## src/rtl/jsu_pkg.sv

```systemverilog
// Shared types, character codes and helpers for the JSON string unescaper.
`timescale 1ns / 1ps

package jsu_pkg;

  localparam int MAX_BURST = 6;

  localparam logic [7:0]  CH_NUL    = 8'h00;
  localparam logic [7:0]  CH_QUOTE  = 8'h22;
  localparam logic [7:0]  CH_BSLASH = 8'h5C;
  localparam logic [7:0]  CH_U      = 8'h75;

  localparam logic [15:0] SURR_HIGH_FIRST = 16'hD800;
  localparam logic [15:0] SURR_HIGH_LAST  = 16'hDBFF;
  localparam logic [15:0] SURR_LOW_FIRST  = 16'hDC00;
  localparam logic [15:0] SURR_LOW_LAST   = 16'hDFFF;
  localparam logic [20:0] SUPPLEMENTARY_BASE = 21'h10000;

  localparam logic [11:0] MAX_OUT_RESET = 12'd1032;

  typedef struct packed {
    logic [7:0] in_byte;
    logic       first_byte;
  } in_t;

  typedef struct packed {
    logic [7:0] out_byte;
    logic       byte_valid;
    logic       string_end;
    logic       last_of_run;
  } out_t;

  // All results caused by one input byte.
  typedef struct packed {
    logic [MAX_BURST-1:0][7:0] bytes;
    logic [2:0]                count;
    logic                      has_byte;
    logic                      str_end;
  } burst_t;

  typedef enum logic [2:0] {
    MODE_NORMAL,
    MODE_ESC,
    MODE_HEX,
    MODE_PAIR_BS,
    MODE_PAIR_U,
    MODE_LOW
  } mode_t;

  typedef enum logic [2:0] {
    ACT_NONE,
    ACT_START,
    ACT_ESC,
    ACT_U_START,
    ACT_NUL_CP,
    ACT_FINISH,
    ACT_COMBINE
  } act_t;

  // Value 16 flags a non-hex byte.
  function automatic logic [4:0] hex_digit(input logic [7:0] b);
    logic [4:0] d;
    d = 5'd16;
    if (b >= 8'h30 && b <= 8'h39) d = 5'(b - 8'h30);
    else if (b >= 8'h61 && b <= 8'h66) d = 5'(b - 8'h57);
    else if (b >= 8'h41 && b <= 8'h46) d = 5'(b - 8'h37);
    return d;
  endfunction

endpackage

```

## src/rtl/jsu_front.sv

```systemverilog
// Front end: decoder state, escape classification and UTF-8 burst build.
`timescale 1ns / 1ps

module jsu_front
  import jsu_pkg::*;
(
  input  logic        clk,
  input  logic        rst,
  input  logic        accept,
  input  in_t         in_data,
  input  logic [11:0] max_out_bytes,
  output logic        push,
  output burst_t      push_data
);

  typedef struct packed {
    logic [MAX_BURST-1:0][7:0] bytes;
    logic [2:0]                n;
    logic [11:0]               bo;
  } work_t;

  function automatic work_t emit1(input work_t w, input logic [7:0] b);
    work_t r;
    r = w;
    if (r.n < 3'(MAX_BURST)) begin
      r.bytes[r.n] = b;
      r.n = r.n + 3'd1;
    end
    if (r.bo != 12'hFFF) r.bo = r.bo + 12'd1;
    return r;
  endfunction

  function automatic work_t emit_cp(input work_t w, input logic [20:0] cp);
    work_t r;
    r = w;
    if (cp < 21'h80) begin
      r = emit1(r, cp[7:0]);
    end else if (cp < 21'h800) begin
      r = emit1(r, {3'b110, cp[10:6]});
      r = emit1(r, {2'b10, cp[5:0]});
    end else if (cp < 21'h10000) begin
      r = emit1(r, {4'b1110, cp[15:12]});
      r = emit1(r, {2'b10, cp[11:6]});
      r = emit1(r, {2'b10, cp[5:0]});
    end else begin
      r = emit1(r, {5'b11110, cp[20:18]});
      r = emit1(r, {2'b10, cp[17:12]});
      r = emit1(r, {2'b10, cp[11:6]});
      r = emit1(r, {2'b10, cp[5:0]});
    end
    return r;
  endfunction

  mode_t       mode;
  logic [15:0] hex_value;
  logic [15:0] low_value;
  logic [2:0]  hex_count;
  logic        hex_stopped;
  logic [15:0] pending_high;
  logic [11:0] bytes_out;
  logic        ended;

  mode_t       mode_next;
  logic [15:0] hex_value_next;
  logic [15:0] low_value_next;
  logic [2:0]  hex_count_next;
  logic        hex_stopped_next;
  logic [15:0] pending_high_next;
  logic        ended_next;
  logic        ended_start;

  work_t       w;
  act_t        act;
  logic        flush;
  logic        do_start;
  logic        do_esc;
  logic        low;
  logic [15:0] acc;
  logic [20:0] cp;
  logic [4:0]  d;
  logic [7:0]  b;

  always_comb begin
    mode_next         = mode;
    hex_value_next    = hex_value;
    low_value_next    = low_value;
    hex_count_next    = hex_count;
    hex_stopped_next  = hex_stopped;
    pending_high_next = pending_high;
    ended_next        = ended;
    w                 = '0;
    w.bo              = bytes_out;
    act               = ACT_NONE;
    flush             = 1'b0;
    do_start          = 1'b0;
    do_esc            = 1'b0;
    cp                = '0;
    b                 = in_data.in_byte;
    d                 = hex_digit(b);

    if (in_data.first_byte) begin
      mode_next         = MODE_NORMAL;
      hex_value_next    = '0;
      low_value_next    = '0;
      hex_count_next    = '0;
      hex_stopped_next  = 1'b0;
      pending_high_next = '0;
      w.bo              = '0;
      ended_next        = 1'b0;
    end
    ended_start = ended_next;
    low = (mode_next == MODE_LOW);
    acc = low ? low_value_next : hex_value_next;

    // classify
    if (!ended_next) begin
      case (mode_next)
        MODE_NORMAL: act = ACT_START;
        MODE_ESC:    act = ACT_ESC;
        MODE_PAIR_BS: begin
          if (b == CH_BSLASH) begin
            mode_next = MODE_PAIR_U;
          end else begin
            flush = 1'b1;
            act   = ACT_START;
          end
        end
        MODE_PAIR_U: begin
          if (b == CH_U) begin
            mode_next        = MODE_LOW;
            hex_value_next   = '0;
            low_value_next   = '0;
            hex_count_next   = '0;
            hex_stopped_next = 1'b0;
          end else begin
            flush = 1'b1;
            act   = ACT_ESC;
          end
        end
        MODE_HEX, MODE_LOW: begin
          if (hex_count_next == 3'd0 && d[4]) begin
            flush = low;
            act   = ACT_U_START;
          end else if (b == CH_NUL) begin
            flush = low;
            act   = ACT_NUL_CP;
            cp    = {5'd0, acc};
          end else begin
            if (!hex_stopped_next && !d[4]) acc = {acc[11:0], d[3:0]};
            else hex_stopped_next = 1'b1;
            if (low) low_value_next = acc;
            else hex_value_next = acc;
            hex_count_next = hex_count_next + 3'd1;
            if (hex_count_next[2]) begin
              if (low && !hex_stopped_next && acc >= SURR_LOW_FIRST &&
                  acc <= SURR_LOW_LAST) begin
                act = ACT_COMBINE;
                cp  = SUPPLEMENTARY_BASE + {1'b0, pending_high_next[9:0], acc[9:0]};
              end else begin
                flush = low;
                act   = ACT_FINISH;
                cp    = {5'd0, acc};
              end
            end
          end
        end
        default: act = ACT_NONE;
      endcase
    end

    // carry out
    if (flush) begin
      w = emit_cp(w, {5'd0, pending_high_next});
      pending_high_next = '0;
      mode_next = MODE_NORMAL;
      if (w.bo >= max_out_bytes) ended_next = 1'b1;
    end

    if (!ended_next) begin
      case (act)
        ACT_START: do_start = 1'b1;
        ACT_ESC:   do_esc = 1'b1;
        ACT_U_START: begin
          w = emit1(w, CH_U);
          mode_next = MODE_NORMAL;
          if (w.bo >= max_out_bytes) ended_next = 1'b1;
          do_start = !ended_next;
        end
        ACT_NUL_CP: begin
          w = emit_cp(w, cp);
          mode_next  = MODE_NORMAL;
          ended_next = 1'b1;
        end
        ACT_FINISH: begin
          if (cp[15:0] >= SURR_HIGH_FIRST && cp[15:0] <= SURR_HIGH_LAST) begin
            pending_high_next = cp[15:0];
            mode_next = MODE_PAIR_BS;
          end else begin
            w = emit_cp(w, cp);
            mode_next = MODE_NORMAL;
            if (w.bo >= max_out_bytes) ended_next = 1'b1;
          end
        end
        ACT_COMBINE: begin
          pending_high_next = '0;
          w = emit_cp(w, cp);
          mode_next = MODE_NORMAL;
          if (w.bo >= max_out_bytes) ended_next = 1'b1;
        end
        default: ;
      endcase
    end

    if (do_start) begin
      mode_next = MODE_NORMAL;
      if (w.bo >= max_out_bytes || b == CH_NUL || b == CH_QUOTE) begin
        ended_next = 1'b1;
      end else if (b == CH_BSLASH) begin
        mode_next = MODE_ESC;
      end else begin
        w = emit1(w, b);
        if (w.bo >= max_out_bytes) ended_next = 1'b1;
      end
    end

    if (do_esc) begin
      if (b == CH_NUL) begin
        w = emit1(w, CH_BSLASH);
        mode_next  = MODE_NORMAL;
        ended_next = 1'b1;
      end else if (b == CH_U) begin
        mode_next        = MODE_HEX;
        hex_value_next   = '0;
        low_value_next   = '0;
        hex_count_next   = '0;
        hex_stopped_next = 1'b0;
      end else begin
        w = emit1(w, b);
        mode_next = MODE_NORMAL;
        if (w.bo >= max_out_bytes) ended_next = 1'b1;
      end
    end

    push               = accept && !ended_start && (w.n != 3'd0 || ended_next);
    push_data.bytes    = w.bytes;
    push_data.count    = (w.n == 3'd0) ? 3'd1 : w.n;
    push_data.has_byte = (w.n != 3'd0);
    push_data.str_end  = ended_next;
  end

  always_ff @(posedge clk) begin
    if (rst) begin
      mode         <= MODE_NORMAL;
      hex_value    <= '0;
      low_value    <= '0;
      hex_count    <= '0;
      hex_stopped  <= 1'b0;
      pending_high <= '0;
      bytes_out    <= '0;
      ended        <= 1'b0;
    end else if (accept) begin
      mode         <= mode_next;
      hex_value    <= hex_value_next;
      low_value    <= low_value_next;
      hex_count    <= hex_count_next;
      hex_stopped  <= hex_stopped_next;
      pending_high <= pending_high_next;
      bytes_out    <= w.bo;
      ended        <= ended_next;
    end
  end

endmodule

```

## src/rtl/jsu_queue.sv

```systemverilog
// Burst queue between the front end and the output serializer.
`timescale 1ns / 1ps

module jsu_queue
  import jsu_pkg::*;
#(
  parameter int DEPTH = 2
) (
  input  logic   clk,
  input  logic   rst,
  input  logic   push,
  input  burst_t push_data,
  input  logic   pop,
  output logic   full,
  output logic   empty,
  output burst_t head
);

  localparam int PW = $clog2(DEPTH);
  localparam int CW = $clog2(DEPTH + 1);

  burst_t        entries [DEPTH];
  logic [PW-1:0] wr_ptr;
  logic [PW-1:0] rd_ptr;
  logic [CW-1:0] count;

  assign full  = (count == CW'(DEPTH));
  assign empty = (count == '0);
  assign head  = entries[rd_ptr];

  always_ff @(posedge clk) begin
    if (push) entries[wr_ptr] <= push_data;
  end

  always_ff @(posedge clk) begin
    if (rst) begin
      wr_ptr <= '0;
      rd_ptr <= '0;
      count  <= '0;
    end else begin
      if (push) wr_ptr <= (wr_ptr == PW'(DEPTH - 1)) ? '0 : wr_ptr + PW'(1);
      if (pop) rd_ptr <= (rd_ptr == PW'(DEPTH - 1)) ? '0 : rd_ptr + PW'(1);
      if (push && !pop) count <= count + CW'(1);
      else if (pop && !push) count <= count - CW'(1);
    end
  end

endmodule

```

## src/rtl/jsu_back.sv

```systemverilog
// Back end: serializes each burst into output transactions.
`timescale 1ns / 1ps

module jsu_back
  import jsu_pkg::*;
(
  input  logic   clk,
  input  logic   rst,
  input  logic   q_empty,
  input  burst_t head,
  output logic   pop,
  output logic   out_valid,
  input  logic   out_stall,
  output out_t   out_data
);

  logic [2:0] idx;
  logic       load;
  logic       last;

  assign load = !q_empty && (!out_valid || !out_stall);
  assign last = (idx == head.count - 3'd1);
  assign pop  = load && last;

  always_ff @(posedge clk) begin
    if (rst) begin
      idx       <= '0;
      out_valid <= 1'b0;
    end else begin
      if (!out_valid || !out_stall) out_valid <= !q_empty;
      if (load) idx <= last ? 3'd0 : idx + 3'd1;
    end
  end

  always_ff @(posedge clk) begin
    if (load) begin
      out_data.out_byte    <= head.has_byte ? head.bytes[idx] : 8'd0;
      out_data.byte_valid  <= head.has_byte;
      out_data.string_end  <= last && head.str_end;
      out_data.last_of_run <= last;
    end
  end

endmodule

```

## src/rtl/json_string_unescape_utf8_core.sv

```systemverilog
// Top level of the JSON string unescaper with UTF-8 output.
//
//   channel  | handshake            | payload
//   ---------+----------------------+------------------------------------
//   input    | in_valid / in_stall  | in_data  (in_byte, first_byte)
//   output   | out_valid / out_stall| out_data (out_byte, byte_valid,
//            |                      |   string_end, last_of_run)
//   config   | cfg_we               | cfg_data (max_out_bytes)
//
// One input byte per cycle while the queue has room; a byte that yields k
// results (k up to 6) has them presented one by one by the serializer.
// The first result passes through the queue and then the output register.
// The queue holds QDEPTH bursts; in_stall is high while it is full.
// Synchronous reset clears decoder state, queue and output valid.
`timescale 1ns / 1ps

module json_string_unescape_utf8_core
  import jsu_pkg::*;
#(
  parameter int QDEPTH = 2
) (
  input  logic        clk,
  input  logic        rst,
  input  logic        in_valid,
  output logic        in_stall,
  input  in_t         in_data,
  output logic        out_valid,
  input  logic        out_stall,
  output out_t        out_data,
  input  logic        cfg_we,
  input  logic [11:0] cfg_data
);

  logic [11:0] max_out_bytes;
  logic        accept;
  logic        push;
  burst_t      push_data;
  logic        pop;
  logic        q_full;
  logic        q_empty;
  burst_t      head;

  assign in_stall = q_full;
  assign accept   = in_valid && !q_full;

  always_ff @(posedge clk) begin
    if (rst) max_out_bytes <= MAX_OUT_RESET;
    else if (cfg_we) max_out_bytes <= cfg_data;
  end

  jsu_front u_front (
    .clk           (clk),
    .rst           (rst),
    .accept        (accept),
    .in_data       (in_data),
    .max_out_bytes (max_out_bytes),
    .push          (push),
    .push_data     (push_data)
  );

  jsu_queue #(
    .DEPTH (QDEPTH)
  ) u_queue (
    .clk       (clk),
    .rst       (rst),
    .push      (push),
    .push_data (push_data),
    .pop       (pop),
    .full      (q_full),
    .empty     (q_empty),
    .head      (head)
  );

  jsu_back u_back (
    .clk       (clk),
    .rst       (rst),
    .q_empty   (q_empty),
    .head      (head),
    .pop       (pop),
    .out_valid (out_valid),
    .out_stall (out_stall),
    .out_data  (out_data)
  );

endmodule

```

## config.mk

```make
export PLATFORM = sky130hd
export DESIGN_NAME = json_string_unescape_utf8_core
export DESIGN_NICKNAME = d
export VERILOG_FILES = /design/src/rtl/jsu_pkg.sv /design/src/rtl/jsu_front.sv /design/src/rtl/jsu_queue.sv /design/src/rtl/jsu_back.sv /design/src/rtl/json_string_unescape_utf8_core.sv
export SDC_FILE = /design/constraint.sdc
export NUM_CORES = 1
export LEC_CHECK = 0
export ABC_AREA = 1
export BUFFER_PORTS_ARGS = -buffer_cell sky130_fd_sc_hd__buf_2
export CELL_PAD_IN_SITES_DETAIL_PLACEMENT = 1
export CELL_PAD_IN_SITES_GLOBAL_PLACEMENT = 2
export CORE_ASPECT_RATIO = 0.8
export CORE_MARGIN = 1.5
export CORE_UTILIZATION = 39
export CTS_CLUSTER_SIZE = 12
export DETAILED_ROUTE_END_ITERATION = 8
export PLACE_DENSITY = 0.93
export SYNTH_ARGS = -nofsm -noshare
export SYNTH_HDL_FRONTEND = slang
export SYNTH_SLANG_ARGS = --single-unit
```

## constraint.sdc

```tcl
create_clock -name clk -period 47.4 [get_ports clk]
set_input_delay 2.37 -clock clk [delete_from_list [all_inputs] [get_ports clk]]
set_output_delay 2.37 -clock clk [all_outputs]
set_load 0.02 [all_outputs]
```

* After elaboration in Yosys (flattened, before gate mapping)
Memories as Yosys holds them, arrays and structs flattened. A register that Yosys moved wholly into a read port is not among the register bits. Cells that the tools add are included.
Operators by class: add/subtract/negate cells 60, order comparisons 95, equality and inequality tests 41, muxes and demuxes 466, bitwise logic cells 6, reduce and logical (&&, ||, !) cells 65
Operators with widths (count):
- 51-bit 2-to-1 mux | 109
- 63-bit 2-to-1 mux | 26
- 12-bit 2-to-1 mux | 120
- 48-bit bitwise mux | 27
- 8-bit demux with 3-bit select | 24
- 16-bit 2-to-1 mux | 28
- 12-bit by 1-bit adder with 12-bit output (second input constant) | 25
- 12-bit inequality test (second input constant) | 25
- 63-bit one-hot mux with 4 select lines | 1
- 8-bit 2-to-1 mux | 25
- 21-bit 2-to-1 mux | 6
- 3-bit by 4-bit less-than comparator with 1-bit output (second input constant) | 25
- 16-bit one-hot mux with 2 select lines | 3
- 12-bit >= comparator | 7
- 3-bit by 1-bit adder with 3-bit output (second input constant) | 26
- 3-bit by 1-bit >= comparator with 1-bit output (second input constant) | 24
- 3-bit less-than comparator (second input constant) | 24
- 3-bit 2-to-1 mux | 24
- 11-bit 2-to-1 mux | 6
- 1-bit 2-to-1 mux | 49
- 1-bit logical AND | 41
- 16-bit >= comparator (second input constant) | 2
- 16-bit less-or-equal comparator (second input constant) | 2
- 30-bit bitwise OR | 1
- 44 further kinds | 83
Word-level totals: register bits 99, memory bits (writable) 106, input port bits 26, output and inout bits 13, word-level logic and storage cells 752, memories kept 1
Memories:
- u_queue.entries | depth 2, width 53, read ports 1, clocked after memory_dff 1, wr ports 1, line jsu_queue.sv:22 | burst_t entries [DEPTH];

* Longest topological paths before layout
depth in word-level cells 118, gate-level depth with buffers 110, depth with buffers taken out 104

* Cells and area by module
A second synthesis with hierarchy kept.
Second synthesis, totals: cell total of the unflattened synthesis 3482, area, all modules 22952.0 sq um
By module, submodules not included:
- jsu_front | times used 1, cells each 3051, area an instance 16988.8 sq um, seq. area each 1361.3 sq um
- jsu_queue | times used 1, cells each 198, area an instance 4305.4 sq um, seq. area each 3283.1 sq um
- jsu_back | times used 1, cells each 158, area an instance 1152.4 sq um, seq. area each 410.4 sq um
- json_string_unescape_utf8_core | times used 1, cells each 75, area an instance 505.5 sq um, seq. area each 240.2 sq um

* Worst setup path before layout
Ideal clock, no wire load.
kind in2reg, from input in_data[0] (netlist bit), to memory u_queue.entries[1][0] (netlist bit) (enable), setup time 0.465 ns, arrival time 16.383 ns, required time 46.935 ns, slack 30.551 ns, cell stages on the path 99, path buffers 8, cells stage by stage inv_2 > buf_6 > buf_6 > buf_2 > nand2_1 > inv_1 > ha_1 > nand2_1 > nor2_4 > nand3_4 > buf_6 > nand2_1 > nand2_2 > inv_1 > ha_1 > inv_1 > a21oi_1 > nand3_2 > [63 not listed] > nor3_2 > nand3b_1 > and2_1 > ha_1 > a21boi_0 > o21ai_0 > nand2_1 > a21oi_1 > o221ai_1 > nand3_1 > nand2_1 > nand3_1 > nand3_1 > nand2_1 > o2111ai_1 > or2_2 > nand3_1 > nor2_1
RTL lines:
- from (decl) | line json_string_unescape_utf8_core.sv:26 | input in_t in_data,
- to (decl) | line jsu_queue.sv:22

==> results.txt <==
final net count: 3,586
die height: 216 um
RD Place Congestion: 1.00
top post-synthesis cells by area: edfxtp_1 16%, nand2_1 14%, dfxtp_1 8.1%
LEAKAGE: 9.92 nW
Rows: 77
Die ar.: 57,900 um^2
CP delay by family, top: simple AND/OR/NAND/NOR gates
Setup Skew: 0.0381 ns
global-route wire length before repair: 163,000 um
Total GRT Usage: 36.9%
# clock sinks: 206
Worst Path Class, Setup: input port to register
grt ovf: 0
slack of the critical path: 28.38 ns
Fillers: 7,432
htree depth: 1
TritonCTS clock tree: built
Fmax achieved: 0.0526 GHz
share of layout cells above drive strength 1: 9.66%
deepest clock path buffer count: 3
I/O Pins: 39
Root Driver: clkbuf_16
Cell Area, Synth: 22,000 um^2
CP arrival: 19.45 ns
CTS clk-pin slew, worst paths: 0.06 ns
post-synthesis cell type count: 65
DRT Pass-1 Iters: 5
Largest stage delay, worst path: 0.62 ns
status: complete, no violations
vias per cell: 6.23
hold_buf cts: 0
largest net degree at the start of global routing: 80
max-cap viol count: 0
main flop type after synthesis: edfxtp_1
crit start category: input port
Setup TNS: 0 ns
vias in the first global route: 25,455
wire length per cell: 26.0 um
post-detail-place hpwl: 84,000 um
crit-path most repeated cell: nand2_1
Initial Util: 39.7%
ys async rst share: 0%
Die Width: 269 um
# Post-CTS Setup Buffers: 0
fin. max-slew vios: 0
footprint of the multi-input gates: 14,500 um^2
FF+latch area: 5300 um^2
CTS-repair resized insts: 0
# diodes: 0
Num CTS Buffers: 25
initial antenna violation count: 2
worst vdd ir: 0.0000382 V
total nets after synthesis: 3,621
Placement Setup Slack: 28.20 ns
DRC Markers: 0
Core ar.: 55,500 um^2
count of final setup violators: 0
Worst Tran Pin Value: 1.26 ns
final hold violations: 0
Iteration-0 DRC Markers: 2,947
worst endpoint required time: 47.83 ns
worst-path maximum fanout: 70
Hold/Removal Path Class: register to register
final wirelength: 110,000 um
cell taking the most area after synthesis: edfxtp_1
# port buffers: 38
area growth from synthesis to layout: 8.00%
Clock Latency Late Sink: 0.58 ns
area fraction of the dominant cell type after synthesis: 15.9%
Synth Area per Inst: 6.31 um^2
vias post-DR: 26,349
PwrDens: 28.9 nW/um^2
Mapped Cells: 3,494
Final period util: 40.1%
flops & latches, synth: 206
synth warn: 0
CP endpoint kind: register
Slew Limit Headroom: 15.5%
DRT antenna net count: 0
worst path buffer plus inverter count: 12
fin crit period: 19.02 ns
RSZ-0062 raised after global routing: false
Worst path slowest cell: buf_4
EDFF count, synth: 117
register area share after synthesis: 24.0%
cell usage after synthesis, types with 17 or more instances:
library cell and instances:
nand4_1 43, inv_2 26, nor3_1 25, o211ai_1 53, nand3_2 17, a21oi_1 222
o21ai_1 20, nor2_1 353, nor2_4 17, a211oi_1 22, nand2_2 65, a221oi_1 20
nor2_2 17, inv_1 372, o221ai_1 53, ha_1 101, clkbuf_1 118, dfxtp_1 89
nand3_1 257, xor2_1 18, o21ai_0 335, o2111ai_1 20, nand2_4 19, o22ai_1 56
a31oi_1 22, nand2_1 828, edfxtp_1 117
where the power goes:
part	internal, W	total (W)	switching [W]
Combinational	0.0000665	0.000245	0.000179
Sequential	0.000227	0.000242	0.0000148
Clock	0.000116	0.000200	0.0000833
Total	0.000410	0.000687	0.000277
layer usage:
metal / share of wire, % / global-route usage [%]
met5: 0.025 / 0
met4: 2.4 / 8.86
met3: 10 / 7.60
met2: 40 / 51.5
met1: 48 / 56.8
cell families after synthesis:
group	share of synthesized area [%]
simple gates	34.3
compound gates	24.7
buf+inv	10.1
flops	24.0
fa+ha+maj	5.74
xor+xnor	0.994
mux	0.136
cells in the final DEF (no fill, tap or decap), types with 8 or more instances in the layout:
cell type  count
a211oi_1      22
a21oi_1      222
a221oi_1      20
a22oi_1       15
a31oi_1       22
buf_2         38
buf_4         61
clkbuf_16     25
clkinv_1       9
dfxtp_1       89
edfxtp_1     117
ha_1         101
inv_1        372
inv_2         27
nand2_1      828
nand2_2       65
nand2_4       19
nand3_1      257
nand3_2       17
nand4_1       43
nor2_1       348
nor2_2        20
nor2_4        19
nor3_1        25
nor4_1        12
o2111ai_1     20
o211ai_1      53
o21ai_0      335
o21ai_1       19
o21bai_1       9
o221ai_1      53
o22ai_1       56
o32ai_1       10
or2_2          8
xor2_1        18
worst min-delay path, stage by stage, from the launching register on:
cell     delay [ns]
dfxtp_1        0.31
nand2_1        0.06
a21oi_1        0.05
area by class of cell:
| type | instances | share of cell area [%] |
|---|---|---|
| multi-input combinational | 2719 | 61.1 |
| sequential | 206 | 22.3 |
| inverter | 408 | 6.44 |
| tap | 750 | 3.94 |
| clock buffer | 33 | 2.80 |
| timing repair buffer | 99 | 2.72 |
| clock inverter | 13 | 0.720 |
per-stage QoR:
| step | cells | power, W | utilization, % | instance area, um^2 | hold slack (ns) |
|---|---|---|---|---|---|
| CTS | 4228 | 0.000684 | 42.9 | 23800 | 0.476 |
| finish | 4228 | 0.000687 | 42.9 | 23800 | 0.470 |
| detailed placement | 4182 | 0.000484 | 41.4 | 23000 | 0.459 |
| global route | 4228 | 0.000720 | 42.9 | 23800 | 0.496 |
| global placement | 4182 | 0.000470 | 41.4 | 23000 | 0.453 |
| floorplan | 3494 | 0.000400 | - | 22000 | 0.438 |
state kept, by name (all words and copies together) (netlist names), 11 cells and up, named ones only:
| name | cells |
|---|---|
| max_out_bytes | 12 |
| u_front.hex_value | 16 |
| u_queue.entries | 106 |
| u_front.pending_high | 16 |
| u_front.bytes_out | 12 |
| u_back.out_data | 11 |
| u_front.low_value | 16 |
final timing paths:
| path | startpoint | endpoint | slack [ns] | cells past startpoint |
|---|---|---|---|---|
| worst max-delay path | in_data[0] | u_queue.count[1] | 28.38 | 102 |
| worst min-delay path | u_front.hex_value[13] | u_front.hex_value[13] | 0.47 | 2 |
| worst max register to register | u_front.bytes_out[0] | u_queue.count[1] | 30.87 | 99 |
| worst min register to register | u_front.hex_value[13] | u_front.hex_value[13] | 0.47 | 2 |
Note: power is estimated with default switching activity, not from simulation.
